`src/sv/srm_pkg.sv`:
```
`timescale 1ns / 1ps
package srm_pkg;

    // Field widths
    localparam int MAX_CUSTOMERS_DEF = 1024;
    localparam int CW   = 11;   // customer id
    localparam int WW   = 24;   // route load
    localparam int DW   = 16;   // demand
    localparam int OPW  = 2;
    localparam int STW  = 3;
    localparam int CIW  = 2;    // config index
    localparam int IN_TW  = 40;
    localparam int OUT_TW = 72;

    // Opcodes
    localparam logic [OPW-1:0] OP_LOAD  = 2'd0;
    localparam logic [OPW-1:0] OP_OFFER = 2'd1;
    localparam logic [OPW-1:0] OP_QUERY = 2'd2;
    localparam logic [OPW-1:0] OP_NONE  = 2'd3;

    // Result status codes
    localparam logic [STW-1:0] ST_MERGED = 3'd0;
    localparam logic [STW-1:0] ST_SAME   = 3'd1;
    localparam logic [STW-1:0] ST_OVER   = 3'd2;
    localparam logic [STW-1:0] ST_NOJOIN = 3'd3;
    localparam logic [STW-1:0] ST_LOADED = 3'd4;
    localparam logic [STW-1:0] ST_ANSWER = 3'd5;
    localparam logic [STW-1:0] ST_BAD    = 3'd6;

    // Register indexes
    localparam logic [CIW-1:0] REG_CAPACITY = 2'd0;
    localparam logic [CIW-1:0] REG_COUNT    = 2'd1;

    // Memory read address select
    localparam logic [1:0] RS_X  = 2'd0;
    localparam logic [1:0] RS_Q  = 2'd1;
    localparam logic [1:0] RS_RA = 2'd2;
    localparam logic [1:0] RS_A  = 2'd3;

    // Walk pointer source
    localparam logic [1:0] XS_A = 2'd0;
    localparam logic [1:0] XS_B = 2'd1;
    localparam logic [1:0] XS_Q = 2'd2;

    typedef struct packed {
        logic           cap_in;
        logic [1:0]     rd_sel;
        logic           x_ld;
        logic [1:0]     x_sel;
        logic           steps_clr;
        logic           halve_wr;
        logic           ra_ld;
        logic           load_wr;
        logic           cap_a;
        logic           cap_b;
        logic           merge_wr;
        logic           succ_cap;
        logic           out_ld;
        logic           out_bad;
        logic [STW-1:0] status;
    } t_cmd;

    typedef struct packed {
        logic           bad;
        logic [OPW-1:0] op;
        logic           root_found;
        logic           same;
        logic           over;
        logic           can_join;
        logic           out_busy;
    } t_stat;

endpackage

```
`src/sv/srm_ctrl.sv`:
```
`timescale 1ns / 1ps
module srm_ctrl (
    input  logic           i_clk,
    input  logic           i_rst_n,
    input  logic           i_s_tvalid,
    output logic           o_s_tready,
    input  srm_pkg::t_stat i_stat,
    output srm_pkg::t_cmd  o_cmd
);
    import srm_pkg::*;

    localparam logic [3:0] S_IDLE  = 4'd0;
    localparam logic [3:0] S_CHK   = 4'd1;
    localparam logic [3:0] S_LOADW = 4'd2;
    localparam logic [3:0] S_FRD   = 4'd3;
    localparam logic [3:0] S_FCHK  = 4'd4;
    localparam logic [3:0] S_FHV   = 4'd5;
    localparam logic [3:0] S_OF1   = 4'd6;
    localparam logic [3:0] S_OF2   = 4'd7;
    localparam logic [3:0] S_OF3   = 4'd8;
    localparam logic [3:0] S_EVAL  = 4'd9;
    localparam logic [3:0] S_RP1   = 4'd10;
    localparam logic [3:0] S_RP2   = 4'd11;
    localparam logic [3:0] S_RP3   = 4'd12;
    localparam logic [3:0] S_OUT   = 4'd13;

    // Which find is running
    localparam logic [1:0] PH_A = 2'd0;
    localparam logic [1:0] PH_B = 2'd1;
    localparam logic [1:0] PH_R = 2'd2;

    logic [3:0]     r_state, n_state;
    logic [1:0]     r_phase, n_phase;
    logic [STW-1:0] r_status, n_status;

    always_ff @(posedge i_clk) begin
        if (!i_rst_n) begin
            r_state  <= S_IDLE;
            r_phase  <= PH_R;
            r_status <= ST_BAD;
        end else begin
            r_state  <= n_state;
            r_phase  <= n_phase;
            r_status <= n_status;
        end
    end

    // Sequence one item through load, find, merge and report
    always_comb begin
        o_cmd      = '0;
        o_cmd.status = r_status;
        o_s_tready = 1'b0;
        n_state    = r_state;
        n_phase    = r_phase;
        n_status   = r_status;
        unique case (r_state)
            S_IDLE: begin
                o_s_tready = 1'b1;
                if (i_s_tvalid) begin
                    o_cmd.cap_in = 1'b1;
                    n_state      = S_CHK;
                end
            end
            S_CHK: begin
                o_cmd.x_sel     = XS_A;
                o_cmd.steps_clr = 1'b1;
                if (i_stat.bad) begin
                    n_status = ST_BAD;
                    n_state  = S_OUT;
                end else if (i_stat.op == OP_LOAD) begin
                    n_status = ST_LOADED;
                    n_state  = S_LOADW;
                end else if (i_stat.op == OP_QUERY) begin
                    o_cmd.x_ld = 1'b1;
                    n_status   = ST_ANSWER;
                    n_phase    = PH_R;
                    n_state    = S_FRD;
                end else begin
                    o_cmd.x_ld = 1'b1;
                    n_phase    = PH_A;
                    n_state    = S_FRD;
                end
            end
            S_LOADW: begin
                o_cmd.load_wr   = 1'b1;
                o_cmd.x_ld      = 1'b1;
                o_cmd.x_sel     = XS_A;
                o_cmd.steps_clr = 1'b1;
                n_phase         = PH_R;
                n_state         = S_FRD;
            end
            S_FRD: begin
                o_cmd.rd_sel = RS_X;
                n_state      = S_FCHK;
            end
            S_FCHK: begin
                if (i_stat.root_found) begin
                    unique case (r_phase)
                        PH_A: begin
                            o_cmd.ra_ld     = 1'b1;
                            o_cmd.x_ld      = 1'b1;
                            o_cmd.x_sel     = XS_B;
                            o_cmd.steps_clr = 1'b1;
                            n_phase         = PH_B;
                            n_state         = S_FRD;
                        end
                        PH_B: begin
                            if (i_stat.same) begin
                                o_cmd.x_ld      = 1'b1;
                                o_cmd.x_sel     = XS_A;
                                o_cmd.steps_clr = 1'b1;
                                n_status        = ST_SAME;
                                n_phase         = PH_R;
                                n_state         = S_FRD;
                            end else begin
                                n_state = S_OF1;
                            end
                        end
                        default: begin
                            n_state = S_RP1;
                        end
                    endcase
                end else begin
                    o_cmd.rd_sel = RS_Q;
                    n_state      = S_FHV;
                end
            end
            S_FHV: begin
                o_cmd.halve_wr = 1'b1;
                o_cmd.x_ld     = 1'b1;
                o_cmd.x_sel    = XS_Q;
                n_state        = S_FRD;
            end
            S_OF1: begin
                o_cmd.rd_sel = RS_RA;
                n_state      = S_OF2;
            end
            S_OF2: begin
                o_cmd.cap_a  = 1'b1;
                o_cmd.rd_sel = RS_X;
                n_state      = S_OF3;
            end
            S_OF3: begin
                o_cmd.cap_b = 1'b1;
                n_state     = S_EVAL;
            end
            S_EVAL: begin
                if (i_stat.over) begin
                    n_status = ST_OVER;
                end else if (i_stat.can_join) begin
                    o_cmd.merge_wr = 1'b1;
                    n_status       = ST_MERGED;
                end else begin
                    n_status = ST_NOJOIN;
                end
                o_cmd.x_ld      = 1'b1;
                o_cmd.x_sel     = XS_A;
                o_cmd.steps_clr = 1'b1;
                n_phase         = PH_R;
                n_state         = S_FRD;
            end
            S_RP1: begin
                o_cmd.rd_sel = RS_X;
                n_state      = S_RP2;
            end
            S_RP2: begin
                o_cmd.cap_a  = 1'b1;
                o_cmd.rd_sel = RS_A;
                n_state      = S_RP3;
            end
            S_RP3: begin
                o_cmd.succ_cap = 1'b1;
                n_state        = S_OUT;
            end
            S_OUT: begin
                if (!i_stat.out_busy) begin
                    o_cmd.out_ld  = 1'b1;
                    o_cmd.out_bad = (r_status == ST_BAD);
                    n_state       = S_IDLE;
                end
            end
            default: begin
                n_state = S_IDLE;
            end
        endcase
    end

endmodule

```
`config.mk`:
```
export PLATFORM = sky130hd
export DESIGN_NAME = srm_ctrl
export DESIGN_NICKNAME = d
export VERILOG_FILES = /design/src/sv/srm_pkg.sv /design/src/sv/srm_ctrl.sv
export SDC_FILE = /design/constraint.sdc
export NUM_CORES = 1
export LEC_CHECK = 0
export BUFFER_PORTS_ARGS = -buffer_cell sky130_fd_sc_hd__buf_4
export CAP_MARGIN = 20
export CELL_PAD_IN_SITES_DETAIL_PLACEMENT = 0
export CELL_PAD_IN_SITES_GLOBAL_PLACEMENT = 1
export CORE_UTILIZATION = 25
export CTS_BUF_LIST = sky130_fd_sc_hd__clkbuf_4 sky130_fd_sc_hd__clkbuf_8
export DETAILED_ROUTE_END_ITERATION = 8
export PLACE_DENSITY = 0.68
export SYNTH_ARGS = -nofsm -noshare
export SYNTH_HDL_FRONTEND = slang
export SYNTH_SLANG_ARGS = --single-unit
```
`constraint.sdc`:
```
create_clock -name i_clk -period 1.49 [get_ports i_clk]
set_input_delay 0.0745 -clock i_clk [delete_from_list [all_inputs] [get_ports i_clk]]
set_output_delay 0.0745 -clock i_clk [all_outputs]
set_load 0.01 [all_outputs]
```
After elaboration in Yosys (flattened, before gate mapping)
Cells that the tools add are included.

word-level totals
  flip-flop bits (word level) = 9
  bits of input ports = 11
  logic and storage cells = 90
  output and inout port bits = 20

cells by class
  multiplexer cells = 49
  reduce and logical (&&, ||, !) cells = 12
  equality and inequality tests = 26

operator list
  kind                                                                    count
  4-bit one-hot mux with 12 select lines                                  1
  4-bit equality test (second input constant)                             6
  3-bit two-way mux                                                       8
  4-bit two-way mux                                                       6
  1-bit two-way mux                                                       18
  4-bit by 3-bit equality test with 1-bit output (second input constant)  4
  2-bit two-way mux                                                       8
  4-bit one-hot mux with 2 select lines                                   2
  2-bit != test (second input constant)                                   6
  2-bit one-hot mux with 3 select lines                                   2
  3-bit one-hot mux with 4 select lines                                   1
  3-bit one-hot mux with 3 select lines                                   1
  4-bit by 2-bit equality test with 1-bit output (second input constant)  2
  6-bit AND reduction                                                     1
  3-bit nonzero test                                                      2
  3-bit OR reduction                                                      2
  5-bit AND reduction                                                     1
  4-bit by 1-bit equality test with 1-bit output (second input constant)  1
  2-bit zero test                                                         2
  4-bit zero test                                                         1
  4-bit != test (second input constant)                                   1
  2-bit one-hot mux with 2 select lines                                   1
  2-bit OR reduction                                                      2
  3-bit equality test (second input constant)                             1
  7 further kinds                                                         7

Longest topological paths before layout
  depth in word-level cells = 5
  depth in mapped cells = 6
  depth with buffers taken out = 4

Worst setup path after synthesis
OpenSTA, ideal clock, no wires.

  kind = flip-flop to output port
  from = register r_state[3]
  to = output port o_cmd[3] in the netlist's numbering
  slack = -12 ps
  stages on the path, launching flop included = 6
  arrival = 1428 ps
  path buffers = 2
  required time = 1416 ps
  cells stage by stage = dfxtp_1 > buf_2 > buf_2 > nand2b_1 > nor3_1 > and4b_1

RTL lines
  item                      RTL line        RTL
  start: declaration        srm_ctrl.sv:32  logic [3:0] r_state, n_state;
  start signal: assignment  srm_ctrl.sv:42  r_state <= n_state;
  end: declaration          srm_ctrl.sv:8   output srm_pkg::t_cmd o_cmd

==> impl_metrics.ini <==
[run_status]
outcome = complete, but fails checks
violations = setup timing

[yosys]
synth_common_cells = dfxtp_1 (9), nand2_1 (9), nand2b_1 (9)
yosys.area.top_type_share_pct = 20.7
syn-cell-area_um2 = 870
ys_ff_latch = 9
ys_seq_area_share_pct = 20.7
synth_edf_count = 0
synth_top_area_cell = dfxtp_1
netlist-cell-type-count = 49
yosys_warnings = 0
synth.avg_cell_area_um2 = 7.63
synth_nets = 125
synth_flop_cell = dfxtp_1
async_flop_share_pct = 0
synth_area_leaders = dfxtp_1 (21%), nand2b_1 (6.5%), buf_2 (4.0%)
syn_inst = 114

[clocking]
cts_buffers = 3
clkSinkCount = 9
holdBufCountCts = 0
htreeDepth = 1
root_buffer = clkbuf_4
cts_tree = yes
clk_pin_slew_ns = 0.08
clock_path_buffers = 2
clk_latency_ns = 0.27

[critical_path]
required_ns = 1.42
startpoint_type = flip-flop
critPathCaptureType = primary output
criticalPathCategory = flip-flop to primary output
worstPathArrival_ns = 1.64
critPathMaxFanout = 4

[min_path]
holdCritPathClass = input port to flip-flop

[sta]
slew_headroom_pct = 74.0
drv_slew = 0
hold_violations = 0
post-route-period-util_pct = 115
period_minus_slack_ns = 1.72
fmax_mhz = 583
tightest_slew_ns = 0.388
rsz0062_at_grt = yes
setup_ws_ns = -0.227
setup_viol = 17
skew_ns = 0.00903

[global_routing]
grt_first_pass_wirelength_mm = 4.64
overflow = 0
grt_max_degree = 11
grt_pass1_vias = 1024
antenna_found_initial = 0
grt_use_total_pct = 17.2

[flow_run]
maxCapViolCount = 0

[power]
power_density_nw_per_um2 = 1900
combPwrFrac_pct = 78.7
ir_drop_mv = 0.559
power.share.switching_pct = 41.7
seqPwrFrac_pct = 14.3
leakagePower_nw = 0.743
power_w = 0.00327
p_switching_w = 0.00136
intPower_w = 0.00191
p_clk_share_pct = 7.0

[detailed_routing]
wire_per_inst_um = 14.0
wl_mm = 3.13
drtPass1Iterations = 4
route.detailed.drc = 0
drt-initial-drc-count = 32
vias = 1126
detail-route-antenna-nets = 0
vias_per_cell = 5.03

[die]
die_h_um = 61.0
start_util_pct = 26.1
io_pins = 31
dieArea_um2 = 3720
rows = 21
die_w_um = 61.0
coreArea_um2 = 3340

[cells_and_area]
nNetsFinal = 190
drive_gt1_share_pct = 61.8
stdcell_area_um2 = 1720
fillers = 312
n_antenna_cell = 0
postLayoutCoreUtil_pct = 51.7
area_growth_syn_to_layout_pct = 98.3

[place]
dpl_cell_area_um2 = 1290
io_buffers = 30
gp_congestion = 0.847
hpwl_mm = 2.20
[layer usage]
metal	track usage, %	vias up	wire length (um)	share of wire (%)
met1	22.0	529	1330	42
met2	27.5	32	1610	51
met5	0	-	0	0
li1	-	561	-	-
met3	3.84	4	149	4.8
met4	7.79	0	40	1.3
[area by class of cell]
cell class	count	area [um2]	area share, %
well taps	46	57.6	3.34
clock buffers	4	30.0	1.74
flip-flops and latches	9	195	11.3
inverters	5	22.5	1.31
repair buffers	70	606	35.1
multi-input cells	90	813	47.2
[state kept, by name (all words and copies together) (netlist names)]
name      cells
r_state       4
r_status      3
r_phase       2
[power groups by stage]
stage	combinational, W	clock [W]	sequential [W]
after CTS	0.00208	0.000236	0.000447
after floorplan	0.000899	0	0.000391
after global placement	0.00166	0	0.000419
after global routing	0.00275	0.000242	0.000481
final	0.00258	0.000229	0.000468
after detailed placement	0.00165	0	0.000427
[worst max-delay path, cell delays in order, from the launching register on]
cell and delay, ns:
dfxtp_4 0.36, buf_6 0.13, xnor2_4 0.18, nor3_2 0.05, or4_4 0.51, buf_6 0.14
[cell usage in the layout (no fill, tap or decap), types with 2 or more instances in the layout]
master and n:
a21oi_1 3, and4_1 2, buf_4 51, buf_6 18, clkbuf_4 4, dfxtp_1 5
dfxtp_4 4, inv_1 2, inv_2 2, mux2i_1 3, nand2_1 7, nand2_4 2
nand2b_1 6, nand2b_4 2, nor2_1 7, nor2b_1 3, nor3_2 2, nor3_4 5
nor4b_4 2, o21a_1 2, o21ai_0 2, o21ai_1 3
[kinds of logic (layout without fill, tap and decap cells)]
family	Yosys count	in the layout	share of synthesized area, %
multiplexers	3	3	3.45
AO/OA/AOI/OAI	31	31	26.8
flip-flops	9	9	20.7
XOR/XNOR	1	1	1.01
buffers and inverters	15	79	7.91
AND/OR/NAND/NOR	55	55	40.1
[timing repair]
action                                 in CTS  in global routing
cloned                                      0                  0
setup endpoints to repair                  22                 22
buffers inserted                            8                  7
endpoints found under the hold margin       0                  0
gates resized for setup                    28                 38
pin swaps                                   8                 14
[path summary, 6_finish.rpt]
kind / startpoint / endpoint / slack (ns) / cells past startpoint
worst max-delay path: r_state[2]$_SDFFE_PN0P_ / o_cmd[15] / -0.23 / 5
worst min-delay path: i_stat[0] / r_state[0]$_SDFFE_PN0P_ / 0.08 / 3
worst max register to register: r_state[2]$_SDFFE_PN0P_ / r_status[1]$_SDFFE_PN1P_ / -0.10 / 7
worst min register to register: r_status[0]$_SDFFE_PN0P_ / r_status[0]$_SDFFE_PN0P_ / 0.48 / 2
[metrics by stage]
step / std cells / setup WS [ns] / TNS, ns / hold slack, ns
floorplan: 114 / 0.00663 / 0 / 0.185
global placement: 205 / -0.0345 / -0.166 / 0.368
detailed placement: 205 / -0.0950 / -0.434 / 0.373
CTS: 217 / -0.235 / -2.42 / 0.0727
global route: 224 / -0.284 / -3.22 / 0.0800
finish: 224 / -0.227 / -1.99 / 0.0776
(Power assumes the default switching activity.)
